$ cat config.mk
export PLATFORM = sky130hd
export DESIGN_NAME = usb_endpoint_descriptor_finder
export DESIGN_NICKNAME = d
export VERILOG_FILES = /design/src/rtl/uedf_pkg.sv /design/src/rtl/uedf_core.sv /design/src/rtl/usb_endpoint_descriptor_finder.sv
export SDC_FILE = /design/constraint.sdc
export NUM_CORES = 1
export LEC_CHECK = 0
export ABC_AREA = 1
export BUFFER_PORTS_ARGS = -buffer_cell sky130_fd_sc_hd__buf_4
export CORE_MARGIN = 4
export CORE_UTILIZATION = 25
export DETAILED_ROUTE_END_ITERATION = 7
export PLACE_DENSITY = 0.44
export SLEW_MARGIN = 20
export SYNTH_ARGS = -nofsm -noshare
export SYNTH_HDL_FRONTEND = slang
export SYNTH_SLANG_ARGS = --single-unit
$ cat constraint.sdc
create_clock -name i_clk -period 9.25 [get_ports i_clk]
set_input_delay 1.3875 -clock i_clk [delete_from_list [all_inputs] [get_ports i_clk]]
set_output_delay 1.3875 -clock i_clk [all_outputs]
set_load 0.05 [all_outputs]
$ cat src/rtl/uedf_pkg.sv
package uedf_pkg;

    localparam int REPORT_BYTES = 2048;

    // byte position saturates at REPORT_BYTES
    localparam int OFF_W = $clog2(REPORT_BYTES + 1);
    // block offsets reach at most 18 + 255 * 65535
    localparam int ADR_W = 24;

    localparam logic [OFF_W-1:0] OFF_LIMIT    = OFF_W'(REPORT_BYTES);
    localparam logic [OFF_W-1:0] OFF_DEV_LAST = OFF_W'(17);
    localparam logic [OFF_W-1:0] OFF_DEV_END  = OFF_W'(18);
    localparam logic [ADR_W-1:0] ADR_DEV_END  = ADR_W'(18);

    localparam logic [7:0] KIND_INTERFACE = 8'd4;
    localparam logic [7:0] KIND_ENDPOINT  = 8'd5;

    typedef logic [2:0] t_cfg_idx;
    localparam t_cfg_idx CFG_CONFIG_VALUE     = 3'd0;
    localparam t_cfg_idx CFG_INTERFACE_NUMBER = 3'd1;
    localparam t_cfg_idx CFG_ALT_SETTING      = 3'd2;
    localparam t_cfg_idx CFG_DIRECTION_IN     = 3'd3;
    localparam t_cfg_idx CFG_TRANSFER_TYPE    = 3'd4;

    typedef struct packed {
        logic [7:0] report_byte;
        logic       last_byte;
    } t_in_item;

    typedef struct packed {
        logic       found;
        logic [7:0] endpoint_address;
    } t_out_item;

    typedef struct packed {
        logic [7:0] config_value;
        logic [7:0] interface_number;
        logic [7:0] alt_setting;
        logic       direction_in;
        logic [1:0] transfer_type;
    } t_cfg;

endpackage

$ cat src/rtl/uedf_core.sv
module uedf_core (
    input  logic                i_clk,
    input  logic                i_rst_n,
    input  logic                i_step,
    input  uedf_pkg::t_in_item  i_item,
    input  uedf_pkg::t_cfg      i_cfg,
    output logic                o_emit,
    output uedf_pkg::t_out_item o_res
);

    logic [uedf_pkg::OFF_W-1:0] r_off, n_off;
    logic [7:0]                 r_cfgs, n_cfgs;
    logic [uedf_pkg::ADR_W-1:0] r_bstart, n_bstart;
    logic [uedf_pkg::ADR_W-1:0] r_bend, n_bend;
    logic [uedf_pkg::ADR_W-1:0] r_dstart, n_dstart;
    logic [7:0]                 r_kind, n_kind;
    logic [7:0]                 r_lenlo, n_lenlo;
    logic                       r_matched, n_matched;
    logic                       r_iseen, n_iseen;
    logic [7:0]                 r_cur_if, n_cur_if;
    logic [7:0]                 r_cur_alt, n_cur_alt;
    logic [7:0]                 r_cand, n_cand;
    logic                       r_ag, n_ag;
    logic [7:0]                 r_sublen, n_sublen;
    logic                       r_lastsub, n_lastsub;

    logic [uedf_pkg::ADR_W-1:0] pos_ext;
    logic [uedf_pkg::ADR_W-1:0] b_ext;
    logic [uedf_pkg::ADR_W-1:0] d_rel;
    logic [uedf_pkg::ADR_W-1:0] h_rel;
    logic [uedf_pkg::ADR_W-1:0] hdr_len;
    logic [uedf_pkg::ADR_W-1:0] blk_len;
    logic                       in_walk;
    logic                       in_hdr;
    logic                       ep_match;
    logic [7:0]                 b;

    assign b       = i_item.report_byte;
    assign pos_ext = {{(uedf_pkg::ADR_W - uedf_pkg::OFF_W){1'b0}}, r_off};
    assign b_ext   = {{(uedf_pkg::ADR_W - 8){1'b0}}, b};
    assign d_rel   = pos_ext - r_dstart;
    assign h_rel   = pos_ext - r_bstart;
    assign hdr_len = r_dstart - r_bstart;
    assign blk_len = r_bend - r_bstart;
    assign in_walk = (pos_ext >= r_dstart) && (d_rel < uedf_pkg::ADR_W'(4));
    assign in_hdr  = (pos_ext >= r_bstart) && (h_rel < uedf_pkg::ADR_W'(6));

    assign ep_match = r_iseen
                   && (r_cur_if == i_cfg.interface_number)
                   && (r_cur_alt == i_cfg.alt_setting)
                   && (r_cand[7] == i_cfg.direction_in)
                   && (b[1:0] == i_cfg.transfer_type);

    always_comb begin
        n_off     = r_off;
        n_cfgs    = r_cfgs;
        n_bstart  = r_bstart;
        n_bend    = r_bend;
        n_dstart  = r_dstart;
        n_kind    = r_kind;
        n_lenlo   = r_lenlo;
        n_matched = r_matched;
        n_iseen   = r_iseen;
        n_cur_if  = r_cur_if;
        n_cur_alt = r_cur_alt;
        n_cand    = r_cand;
        n_ag      = r_ag;
        n_sublen  = r_sublen;
        n_lastsub = r_lastsub;
        o_emit    = 1'b0;
        o_res     = '0;

        if (!r_ag && (r_off < uedf_pkg::OFF_LIMIT)) begin
            if (r_off < uedf_pkg::OFF_DEV_END) begin
                // device descriptor: only bNumConfigurations matters
                if (r_off == uedf_pkg::OFF_DEV_LAST) begin
                    n_cfgs   = b;
                    n_bstart = uedf_pkg::ADR_DEV_END;
                    if (b == 8'd0) begin
                        n_ag   = 1'b1;
                        o_emit = 1'b1;
                    end
                end
            end else if (r_matched) begin
                if (in_walk) begin
                    case (d_rel[1:0])
                        2'd0: begin
                            if (b < 8'd4) begin
                                n_ag   = 1'b1;
                                o_emit = 1'b1;
                            end else begin
                                n_sublen  = b;
                                n_lastsub = (r_dstart + b_ext) >= r_bend;
                            end
                        end
                        2'd1: n_kind = b;
                        2'd2: begin
                            if (r_kind == uedf_pkg::KIND_INTERFACE) begin
                                n_cur_if = b;
                                n_iseen  = 1'b1;
                            end else if (r_kind == uedf_pkg::KIND_ENDPOINT) begin
                                n_cand = b;
                            end
                        end
                        default: begin
                            if (r_kind == uedf_pkg::KIND_INTERFACE) begin
                                n_cur_alt = b;
                            end
                            if (r_kind == uedf_pkg::KIND_ENDPOINT && ep_match) begin
                                n_ag                   = 1'b1;
                                o_emit                 = 1'b1;
                                o_res.found            = 1'b1;
                                o_res.endpoint_address = r_cand;
                            end else if (r_lastsub) begin
                                n_ag   = 1'b1;
                                o_emit = 1'b1;
                            end else begin
                                n_dstart = r_dstart
                                         + {{(uedf_pkg::ADR_W - 8){1'b0}}, r_sublen};
                            end
                        end
                    endcase
                end
            end else if (in_hdr) begin
                case (h_rel[2:0])
                    3'd0: n_dstart = r_bstart + b_ext;
                    3'd2: n_lenlo  = b;
                    3'd3: n_bend   = r_bstart
                                   + {{(uedf_pkg::ADR_W - 16){1'b0}}, b, r_lenlo};
                    3'd5: begin
                        if (b == i_cfg.config_value) begin
                            n_matched = 1'b1;
                            n_iseen   = 1'b0;
                            // header shorter than the six header bytes that are parsed
                            if (hdr_len < uedf_pkg::ADR_W'(6)) begin
                                n_ag   = 1'b1;
                                o_emit = 1'b1;
                            end
                        end else begin
                            n_cfgs = r_cfgs - 8'd1;
                            if (n_cfgs == 8'd0 || blk_len < uedf_pkg::ADR_W'(6)) begin
                                n_ag   = 1'b1;
                                o_emit = 1'b1;
                            end else begin
                                n_bstart = r_bend;
                            end
                        end
                    end
                    default: ;
                endcase
            end
        end

        if (r_off < uedf_pkg::OFF_LIMIT) begin
            n_off = r_off + uedf_pkg::OFF_W'(1);
        end

        if (i_item.last_byte) begin
            if (!n_ag) begin
                o_emit = 1'b1;
            end
            n_off     = '0;
            n_cfgs    = '0;
            n_bstart  = '0;
            n_bend    = '0;
            n_dstart  = '0;
            n_kind    = '0;
            n_lenlo   = '0;
            n_matched = 1'b0;
            n_iseen   = 1'b0;
            n_cur_if  = '0;
            n_cur_alt = '0;
            n_cand    = '0;
            n_ag      = 1'b0;
            n_sublen  = '0;
            n_lastsub = 1'b0;
        end
    end

    always_ff @(posedge i_clk) begin
        if (!i_rst_n) begin
            r_off     <= '0;
            r_cfgs    <= '0;
            r_bstart  <= '0;
            r_bend    <= '0;
            r_dstart  <= '0;
            r_kind    <= '0;
            r_lenlo   <= '0;
            r_matched <= 1'b0;
            r_iseen   <= 1'b0;
            r_cur_if  <= '0;
            r_cur_alt <= '0;
            r_cand    <= '0;
            r_ag      <= 1'b0;
            r_sublen  <= '0;
            r_lastsub <= 1'b0;
        end else if (i_step) begin
            r_off     <= n_off;
            r_cfgs    <= n_cfgs;
            r_bstart  <= n_bstart;
            r_bend    <= n_bend;
            r_dstart  <= n_dstart;
            r_kind    <= n_kind;
            r_lenlo   <= n_lenlo;
            r_matched <= n_matched;
            r_iseen   <= n_iseen;
            r_cur_if  <= n_cur_if;
            r_cur_alt <= n_cur_alt;
            r_cand    <= n_cand;
            r_ag      <= n_ag;
            r_sublen  <= n_sublen;
            r_lastsub <= n_lastsub;
        end
    end

endmodule

$ cat src/rtl/usb_endpoint_descriptor_finder.sv
// path: a deciding byte passes the input register, then the output register
// throughput: one byte per cycle; the input register stalls only while a result waits
// in the output register and the byte in hand produces another result
// reset: synchronous active low; clears parse state, both pipeline registers and
// sets the search registers to config 1, interface 0, alt 0, IN, interrupt
module usb_endpoint_descriptor_finder (
    input  logic                i_clk,
    input  logic                i_rst_n,
    input  logic                i_in_valid,
    output logic                o_in_ready,
    input  uedf_pkg::t_in_item  i_in_item,
    output logic                o_out_valid,
    input  logic                i_out_ready,
    output uedf_pkg::t_out_item o_out_item,
    input  logic                i_cfg_valid,
    output logic                o_cfg_ready,
    input  uedf_pkg::t_cfg_idx  i_cfg_index,
    input  logic [7:0]          i_cfg_data
);

    logic               r_in_valid;
    uedf_pkg::t_in_item r_in_item;
    logic               r_out_valid;
    uedf_pkg::t_out_item r_out_item;
    uedf_pkg::t_cfg     r_cfg;

    logic                emit;
    uedf_pkg::t_out_item res;
    logic                adv;

    // byte moves on unless it has a result and the output slot stays full
    assign adv         = r_in_valid && (!emit || !r_out_valid || i_out_ready);
    assign o_in_ready  = !r_in_valid || adv;
    assign o_out_valid = r_out_valid;
    assign o_out_item  = r_out_item;
    assign o_cfg_ready = 1'b1;

    uedf_core u_core (
        .i_clk   (i_clk),
        .i_rst_n (i_rst_n),
        .i_step  (adv),
        .i_item  (r_in_item),
        .i_cfg   (r_cfg),
        .o_emit  (emit),
        .o_res   (res)
    );

    always_ff @(posedge i_clk) begin
        if (!i_rst_n) begin
            r_in_valid  <= 1'b0;
            r_out_valid <= 1'b0;
        end else begin
            if (i_in_valid && o_in_ready) begin
                r_in_valid <= 1'b1;
            end else if (adv) begin
                r_in_valid <= 1'b0;
            end
            if (adv && emit) begin
                r_out_valid <= 1'b1;
            end else if (i_out_ready) begin
                r_out_valid <= 1'b0;
            end
        end
        if (i_in_valid && o_in_ready) begin
            r_in_item <= i_in_item;
        end
        if (adv && emit) begin
            r_out_item <= res;
        end
    end

    always_ff @(posedge i_clk) begin
        if (!i_rst_n) begin
            r_cfg.config_value     <= 8'd1;
            r_cfg.interface_number <= 8'd0;
            r_cfg.alt_setting      <= 8'd0;
            r_cfg.direction_in     <= 1'b1;
            r_cfg.transfer_type    <= 2'd3;
        end else if (i_cfg_valid && o_cfg_ready) begin
            unique case (i_cfg_index)
                uedf_pkg::CFG_CONFIG_VALUE:     r_cfg.config_value     <= i_cfg_data;
                uedf_pkg::CFG_INTERFACE_NUMBER: r_cfg.interface_number <= i_cfg_data;
                uedf_pkg::CFG_ALT_SETTING:      r_cfg.alt_setting      <= i_cfg_data;
                uedf_pkg::CFG_DIRECTION_IN:     r_cfg.direction_in     <= i_cfg_data[0];
                uedf_pkg::CFG_TRANSFER_TYPE:    r_cfg.transfer_type    <= i_cfg_data[1:0];
                default: ;
            endcase
        end
    end

endmodule

Word level (Yosys, flattened, before mapping)

Index checks and enable logic that the tools add are counted.

Bits of input ports: 25
Word-level logic and storage cells: 285
Output and inout bits: 12
Flip-flop bits (word level): 191

Reduce and logical (&&, ||, !) cells: 66
Bitwise logic cells: 4
Add/subtract/negate cells: 10
Equality and inequality tests: 32
Muxes and demuxes: 137
Magnitude comparators: 10

Operators with widths:

| kind                    | number |
|---|---|
| $mux W24                | 25 |
| $mux W8                 | 48 |
| $lt A24 B3 Y1 const B   | 4 |
| $add A24 B8 Y24         | 3 |
| $mux W1                 | 59 |
| $ge A12 B24 Y1          | 2 |
| $sub A12 B24 Y24        | 2 |
| $sub A24 B24 Y24        | 2 |
| $reduce_and A7 Y1       | 4 |
| $reduce_bool A2 Y1      | 14 |
| $add A24 B16 Y24        | 1 |
| $eq A8 B8 Y1            | 3 |
| $ge A24 B24 Y1          | 1 |
| $mux W12                | 2 |
| $ne A3 B3 Y1 const B    | 8 |
| $reduce_and A6 Y1       | 3 |
| $reduce_and A9 Y1       | 2 |
| $reduce_bool A3 Y1      | 6 |
| $eq A8 B3 Y1 const B    | 2 |
| $logic_not A8 Y1        | 2 |
| $reduce_and A8 Y1       | 2 |
| $add A12 B1 Y12 const B | 1 |
| $eq A12 B5 Y1 const B   | 1 |
| $eq A3 B2 Y1 const B    | 4 |
| 27 further kinds        | 58 |

Logic depth before layout (Yosys ltp)

Gate-level depths: netlist (run 1).

Word-level depth: 21
Mapped depth: 30
Mapped depth without buffers: 30

Hierarchy

Synthesis (run 1) repeated with hierarchy kept, for this count alone.

Cell total of the unflattened synthesis: 2649
Area total of the unflattened synthesis: 16415.7 um^2

By module, submodules not included:

| module                         | area each (um^2) | times used | sequential area each (um^2) | cells an instance |
|---|---|---|---|---|
| uedf_core                      | 14671.6          | 1          | 2882.8                      | 2464 |
| usb_endpoint_descriptor_finder | 1744.2           | 1          | 1121.1                      | 185 |

Worst setup path before layout (run 1)

No wires, ideal clock.

Path kind: reg2out
Start: register u_core.r_bstart[1] (netlist bit)
End: output port o_in_ready
Setup slack: 4.900 ns
Data required time: 7.863 ns
Stages on the path, launching flop included: 17
Arrival: 2.963 ns
Path buffers: 0
Cells stage by stage: dfxtp_1 > inv_1 > fa_1 > xnor2_1 > nor2_1 > nor2_1 > nand4_1 > nor2_1 > nand2_1 > nor2_1 > nand3_2 > nor2_2 > nand4_1 > nand2_1 > nand2_1 > a21oi_1 > nand3_1

Longest elaborated chain between the ends: 17
Elaborated cells on any way between the ends: 33
Classes of those cells: 3 x add/sub; 4 x order compare; 1 x eq/ne; 18 x mux; 7 x reduce/logical

RTL lines:

| element                             | line                                 | text |
|---|---|---|
| start, declared                     | uedf_core.sv:13                      | `logic [uedf_pkg::ADR_W-1:0] r_bstart, n_bstart;` |
| start signal, assigned              | uedf_core.sv:200                     | `r_bstart <= n_bstart;` |
| $sub A24 B24 Y24                    | uedf_core.sv:44                      | `assign blk_len = r_bend - r_bstart;` |
| $lt A24 B3 Y1                       | uedf_core.sv:141                     | `if (n_cfgs == 8'd0 \|\| blk_len < uedf_pkg::ADR_W'(6)) begin` |
| $logic_or A1 B1 Y1                  | uedf_core.sv:141                     |  |
| $mux W1                             | uedf_core.sv:141                     |  |
| $mux W1                             | uedf_core.sv:131                     | `if (b == i_cfg.config_value) begin` |
| $mux W1                             | uedf_core.sv:125                     | `case (h_rel[2:0])` |
| $mux W1                             | uedf_core.sv:124                     | `end else if (in_hdr) begin` |
| $mux W1                             | uedf_core.sv:84                      | `end else if (r_matched) begin` |
| $mux W1                             | uedf_core.sv:74                      | `if (r_off < uedf_pkg::OFF_DEV_END) begin` |
| $mux W1                             | uedf_core.sv:73                      | `if (!r_ag && (r_off < uedf_pkg::OFF_LIMIT)) begin` |
| $mux W1                             | uedf_core.sv:159                     | `if (!n_ag) begin` |
| $mux W1 (*)                         | uedf_core.sv:158                     | `if (i_item.last_byte) begin` |
| $logic_not A1 Y1 (*)                | usb_endpoint_descriptor_finder.sv:32 | `assign adv = r_in_valid && (!emit \|\| !r_out_valid \|\| i_out_ready);` |
| $logic_or A1 B1 Y1 (*) (2 in a row) | usb_endpoint_descriptor_finder.sv:32 |  |
| $logic_and A1 B1 Y1 (*)             | usb_endpoint_descriptor_finder.sv:32 |  |
| $logic_or A1 B1 Y1 (*)              | usb_endpoint_descriptor_finder.sv:33 | `assign o_in_ready = !r_in_valid \|\| adv;` |
| end, declared                       | usb_endpoint_descriptor_finder.sv:10 | `output logic o_in_ready,` |

Every way passes the cells marked *; elsewhere a longest branch is shown, timed or not.

Final worst setup path (run 1)

Same ends and word-level chain as after synthesis.

==> results.json, run 1 <==
{
  "combPwrFrac_pct": 24.7,
  "detail_route.iter0.violations": 1201,
  "grt_max_degree": 76,
  "worstRegToRegCells": 26,
  "crit_path_end": "o_in_ready",
  "setup_viol": 0,
  "hp-class": "reg -> reg",
  "firstDrtPassIters": 5,
  "die-height_um": 265,
  "synth_edf_count": 18,
  "grt.overflow.total": 0,
  "power.share.clock_pct": 36.0,
  "cts_tree": "done",
  "ys_warn_count": 0,
  "vdd.ir_drop.worst_mv": 0.162,
  "cts_setup_buffers": 0,
  "r2r_slack_ns": 4.32,
  "fp.coreArea_um2": 64800,
  "critPathKind": "reg -> out",
  "leakagePower_nw": 8.55,
  "cp.arrival_ns": 4.41,
  "p_int_mw": 1.40,
  "yosysSeqAreaShare_pct": 24.3,
  "clk_root_buffer_cell": "clkbuf_16",
  "netSwitchingFraction_pct": 36.7,
  "syn_inst": 2613,
  "maxSlewHeadroom_pct": 27.2,
  "startpoint_type": "flop",
  "regArea_um2": 4000,
  "synth_async_sr_flop_share_pct": 0,
  "wl_um": 62000,
  "required_ns": 7.86,
  "rows": 93,
  "multi_input_area_um2": 10700,
  "antenna_found_initial": 1,
  "timing.rr.end": "u_core.r_dstart[10]",
  "final_antenna_net_count": 0,
  "numCtsBuffers": 17,
  "synth_cell_type_count": 62,
  "fin_skew_ns": 0.0183,
  "p_switching_mw": 0.812,
  "syn_to_final_growth_pct": 10.5,
  "die-area_um2": 70100,
  "final_common_cell": "nand2_1",
  "synth_flop_cell": "dfxtp_1",
  "use_met3_pct": 2.15,
  "io_pins": 37,
  "hold_violations": 0,
  "fillers": 7258,
  "tns_ns": 0,
  "yosys.area.top_type": "dfxtp_1",
  "fin_crit_ns": 5.79,
  "htreeDepth": 4,
  "port_buffers": 35,
  "grt_pass1_vias": 16400,
  "via_per_inst": 4.86,
  "timing.fmax_ghz": 0.173,
  "clock_latency_ns": 0.50,
  "r2r-start": "u_core.r_bstart[1]",
  "synthTopCellsByArea": "dfxtp_1, nand2_1, ha_1",
  "hold_buffers": 0,
  "p_per_area_nw_per_um2": 122,
  "path_max_fanout": 7,
  "post_cts_resized": 0,
  "nNetsFinal": 2797,
  "grt_use_met1_pct": 23.6,
  "synth_nets": 2786,
  "cts.sinks": 191,
  "grtUsageMet2_pct": 28.7,
  "worst_pin_slew_ns": 1.09,
  "final_cell_mix": "nand2_1, inv_1, nor2_1",
  "slew_viol_final": 0,
  "synth_area_um2": 16500,
  "num_antenna_cells": 0,
  "die_w_um": 265,
  "dpl.hpwl_um": 48400,
  "synth_top_area_share_pct": 21.0,
  "clockBufferDepth": 2,
  "cp-end-kind": "primary output",
  "fin_util_pct": 28.1,
  "grtUsageTotal_pct": 17.4,
  "rsz0062_at_grt": "false",
  "fin_crit_sh_pct": 62.6,
  "clk_pin_slew_ns": 0.08,
  "grt_busiest_layer": "met2",
  "drc": 0,
  "gp_congestion": 0.920,
  "synth_seq_cells": 191,
  "outcome": "complete, no violations",
  "syn-mean-instance-area_um2": 6.31,
  "wl_per_cell_um": 17.8,
  "cap_violations": 0,
  "drive_gt1_share_pct": 5.61,
  "grt_pass1_wl_um": 95800,
  "hold_ws_ns": 0.462,
  "seq_power_share_pct": 39.3,
  "via_count": 16954,
  "start_util_pct": 25.4,
  "critPathLaunch": "u_core.r_bstart[1]"
}
[kinds of logic (layout without fill, tap and decap cells)]
logic type | Yosys count | in the layout | share of synthesized area [%]
adder cells (fa/ha/maj) | 148 | 148 | 11.6
AO/OA/AOI/OAI | 394 | 394 | 13.3
flip-flops | 191 | 191 | 24.3
XOR/XNOR | 90 | 90 | 4.83
buffers and inverters | 436 | 460 | 10.5
AND/OR/NAND/NOR | 1353 | 1353 | 35.4
other | 1 | 1 | 0.0227
[power by group through the flow]
| stage | logic, mW | clock network (mW) | registers (mW) |
|---|---|---|---|
| 3_5_place_dp | 0.542 | 0 | 0.888 |
| 5_1_grt | 0.620 | 0.854 | 0.871 |
| 6_report | 0.547 | 0.798 | 0.869 |
| 4_1_cts | 0.546 | 0.826 | 0.869 |
| 2_1_floorplan | 0.396 | 0 | 0.886 |
| 3_3_place_gp | 0.542 | 0 | 0.888 |
[how the worst min path moves through the flow]
stage / slack (ns) / cells past startpoint / endpoint / startpoint
after floorplan: 0.43 / 2 / u_core.r_iseen / u_core.r_iseen
final: 0.46 / 2 / u_core.r_bstart[20] / u_core.r_bstart[20]
after global routing: 0.49 / 2 / u_core.r_bstart[21] / u_core.r_bstart[21]
after global placement: 0.45 / 2 / u_core.r_kind[7] / u_core.r_kind[7]
after CTS: 0.46 / 2 / u_core.r_kind[6] / u_core.r_kind[6]
after detailed placement: 0.45 / 2 / u_core.r_bstart[20] / u_core.r_bstart[20]
[metal layers]
metal	vias to the layer above	part of all wire [%]
met5	-	0
met1	7996	48
met2	367	46
met4	0	2.5
met3	72	3.6
li1	8519	-
[critical path, cell delays in order (launching register included)]
cell     delay (ns)
dfxtp_1        0.60
inv_1          0.33
fa_1           0.60
nand3_1        0.11
nand3_1        0.18
nand3_1        0.12
nand2_1        0.10
nand2_1        0.11
nand2_1        0.06
nand2_1        0.05
nand2_1        0.08
nor2_1         0.11
nand2_1        0.06
nor2_1         0.12
nand3_1        0.25
nand2_1        0.13
nand4_1        0.10
nand2_1        0.10
nand2_1        0.09
a21oi_1        0.18
nand3_1        0.18
buf_4          0.25
[sequential cells by signal, indices dropped and copies added, names as in the netlist, 9 cells and up]
signal,count
u_core.r_dstart,24
r_cfg,27
u_core.r_off,12
u_core.r_bstart,24
r_in_item,9
u_core.r_bend,24
o_out_item,9
[cell usage after synthesis (3+ instances only)]
cell type and instances:
a31oi_1 4, nand2_2 7, buf_1 3, clkinv_1 4, nor3_2 7, o22ai_1 16
inv_1 367, a21oi_2 3, ha_1 140, nand2_4 6, xor2_1 58, xnor2_1 31
a21oi_1 222, o21bai_1 14, buf_6 4, inv_2 7, o21ai_1 14, nor2_2 9
o32ai_1 3, buf_4 11, o21ai_2 4, nand3_2 6, nor2_1 330, edfxtp_1 18
dfxtp_1 173, or2_2 11, o21a_1 5, nand4_1 72, fa_1 8, o21ai_0 85
nor3b_1 9, nand3b_1 11, nand3_1 151, o31ai_1 4, nand2_1 670, nor4_1 14
buf_2 10, clkbuf_1 26, nor3_1 44
[through the flow]
step	power [mW]	setup slack, ns	cells	cell area [µm²]
2_1_floorplan	1.28	4.90	2613	16500
3_3_place_gp	1.43	3.96	3460	17600
3_5_place_dp	1.43	3.91	3460	17600
4_1_cts	2.24	3.34	3492	18200
5_1_grt	2.35	3.03	3492	18200
6_report	2.21	3.46	3492	18200
[layout make-up]
cell class / instances / area share, %
Clock buffer: 17 / 2.34
Clock inverter: 15 / 0.969
Inverter: 380 / 7.87
Multi-Input combinational cell: 1986 / 59.0
Sequential cell: 191 / 22.0
Tap cell: 855 / 5.87
Timing Repair Buffer: 48 / 1.98
Note: power is estimated with default switching activity, not from simulation.
==> run 2, diff against run 1 <==
--- a/config.mk
+++ b/config.mk
@@ -10,7 +10,7 @@
 export CORE_MARGIN = 4
 export CORE_UTILIZATION = 25
 export DETAILED_ROUTE_END_ITERATION = 7
-export PLACE_DENSITY = 0.44
+export PLACE_DENSITY = 0.45
 export SLEW_MARGIN = 20
 export SYNTH_ARGS = -nofsm -noshare
 export SYNTH_HDL_FRONTEND = slang
==> constraint.sdc (replaced) <==
create_clock -name i_clk -period 5.1 [get_ports i_clk]
set_input_delay 0.765 -clock i_clk [delete_from_list [all_inputs] [get_ports i_clk]]
set_output_delay 0.765 -clock i_clk [all_outputs]
set_load 0.05 [all_outputs]
==> run 2 against run 1 <==
  * Utilization increased by 0.54 points
  * Sequential power increased by 82%
  * Sequential cell count unchanged
  * Clock power increased by 80%
  * First-iteration DRC count decreased by 0.75%
  * Count of clock-buffer cells in the layout increased by 2
  * Sequential share of layout area decreased by 0.36 points
  * Final area increased by 1.9%
  * Highest routed layer unchanged
==> results.json, run 2 (synthesized netlist as in run 1, its figures left out) <==
{
  "worst_pin_slew_ns": 0.830,
  "io_pins": 37,
  "critPathKind": "reg -> out",
  "via_count": 16904,
  "seq_power_share_pct": 39.1,
  "power.share.clock_pct": 35.6,
  "cp.arrival_ns": 4.02,
  "hold_violations": 0,
  "cp-end-kind": "primary output",
  "gp_congestion": 0.912,
  "firstDrtPassIters": 5,
  "hold_path_depth": 1,
  "required_ns": 4.34,
  "fin_crit_sh_pct": 93.9,
  "start_util_pct": 25.4,
  "numCtsBuffers": 17,
  "clk_root_buffer_cell": "clkbuf_16",
  "path_max_fanout": 6,
  "slew_viol_final": 0,
  "final_common_cell": "nand2_1",
  "drc": 0,
  "die_w_um": 265,
  "leakagePower_nw": 8.72,
  "worstRegToRegCells": 26,
  "clk_pin_slew_ns": 0.08,
  "final_antenna_net_count": 0,
  "timing.fmax_ghz": 0.209,
  "grt_pass1_vias": 16484,
  "tns_ns": 0,
  "grt_busiest_layer": "met2",
  "die-area_um2": 70100,
  "cts_tree": "done",
  "vdd.ir_drop.worst_mv": 0.275,
  "clock_latency_ns": 0.50,
  "clockBufferDepth": 2,
  "port_buffers": 35,
  "grtUsageMet2_pct": 28.3,
  "fp.coreArea_um2": 64800,
  "setup_ws_ns": 0.313,
  "antenna_found_initial": 2,
  "detail_route.iter0.violations": 1192,
  "rows": 93,
  "syn_to_final_growth_pct": 12.6,
  "use_met3_pct": 1.97,
  "grt_max_degree": 66,
  "die-height_um": 265,
  "grt_use_met1_pct": 23.4,
  "dp_slack_ns": -0.659,
  "setup_viol": 0,
  "p_per_area_nw_per_um2": 218,
  "hp-class": "in -> reg",
  "top_register": "r_cfg",
  "cap_violations": 0,
  "nNetsFinal": 2824,
  "final_cell_mix": "nand2_1, inv_1, nor2_1",
  "fin_util_pct": 28.6,
  "grt.overflow.total": 0,
  "fin_crit_ns": 4.79,
  "cts.sinks": 191,
  "dpl.hpwl_um": 48800,
  "p_total_mw": 4.04,
  "htreeDepth": 4,
  "grt_pass1_wl_um": 95600,
  "p_int_mw": 2.58,
  "grtUsageTotal_pct": 17.3,
  "largest_reg_flops": 27,
  "via_per_inst": 4.80,
  "p_switching_mw": 1.46,
  "wl_per_cell_um": 17.3,
  "drive_gt1_share_pct": 7.51,
  "maxSlewHeadroom_pct": 44.6,
  "num_antenna_cells": 0,
  "combPwrFrac_pct": 25.3,
  "netSwitchingFraction_pct": 36.1,
  "outcome": "complete, no violations",
  "startpoint_type": "flop",
  "wl_um": 60900,
  "fin_skew_ns": 0.0181
}
-- run 2: cell types whose count changed in the layout (fill, tap and decap cells not counted), sizes merged --
cell      previous run  this run
inv                386       383
buf                 48        75
clkbuf              17        19
clkinvlp             0         3
clkinv               9         7
-- run 2: power groups by stage --
stage	Clock, mW	Sequential (mW)	Combinational (mW)
CTS	1.48	1.58	1.00
global route	1.54	1.58	1.16
global placement	0	1.61	0.994
floorplan	0	1.61	0.718
finish	1.44	1.58	1.02
detailed placement	0	1.61	0.996
-- run 2: final timing paths --
path	start	endpoint	slack, ns
setup reg to reg	r_in_item[3]	u_core.r_lastsub	0.46
hold reg to reg	u_core.r_cur_if[7]	u_core.r_cur_if[7]	0.47
hold / removal	i_in_item[7]	r_in_item[7]	0.44
setup / recovery	u_core.r_bstart[0]	o_in_ready	0.31
-- run 2: stage by stage --
step	std cells	hold slack (ns)	cell area (µm²)
after global routing	3519	0.417	18600
final	3519	0.443	18600
after detailed placement	3481	0.455	17800
after CTS	3513	0.400	18400
after global placement	3481	0.447	17800
after floorplan	2613	0.431	16500
-- run 2: metal layers --
layer / wire [µm] / vias to the layer above
li1: - / 8583
met1: 29200 / 7891
met2: 27600 / 346
met3: 2150 / 84
met4: 1930 / 0
met5: 0 / -
-- run 2: layout make-up --
class | count | area (µm²)
sequential | 191 | 4010
clock inverter | 13 | 161
multi-input combinational | 1986 | 10800
tap | 855 | 1070
fill | 7215 | 46300
clock buffer | 19 | 453
timing repair buffer | 75 | 576
inverter | 380 | 1440
-- run 2: repair_timing --
action	in CTS	in global routing
resized for setup	3	29
setup endpoints to repair	1	2
hold buffers	0	0
pin swaps	0	1
buffers inserted	0	6
-- run 2: critical path, stage by stage (launching register included) --
cell and delay, ns:
dfxtp_1 0.41, nand2_1 0.23, inv_1 0.08, fa_1 0.39, inv_1 0.10, nand3_1 0.18, nand2_1 0.18, nand3_1 0.14
inv_1 0.09, nand2_1 0.07, nand3_1 0.09, nand2_1 0.06, nand2_1 0.07, nand3_1 0.07, nor2_1 0.18, nand3_2 0.19
nand3_1 0.14, nand4_1 0.08, nand2_1 0.12, nand2_1 0.09, a21oi_1 0.19, nand3_1 0.15, buf_4 0.22
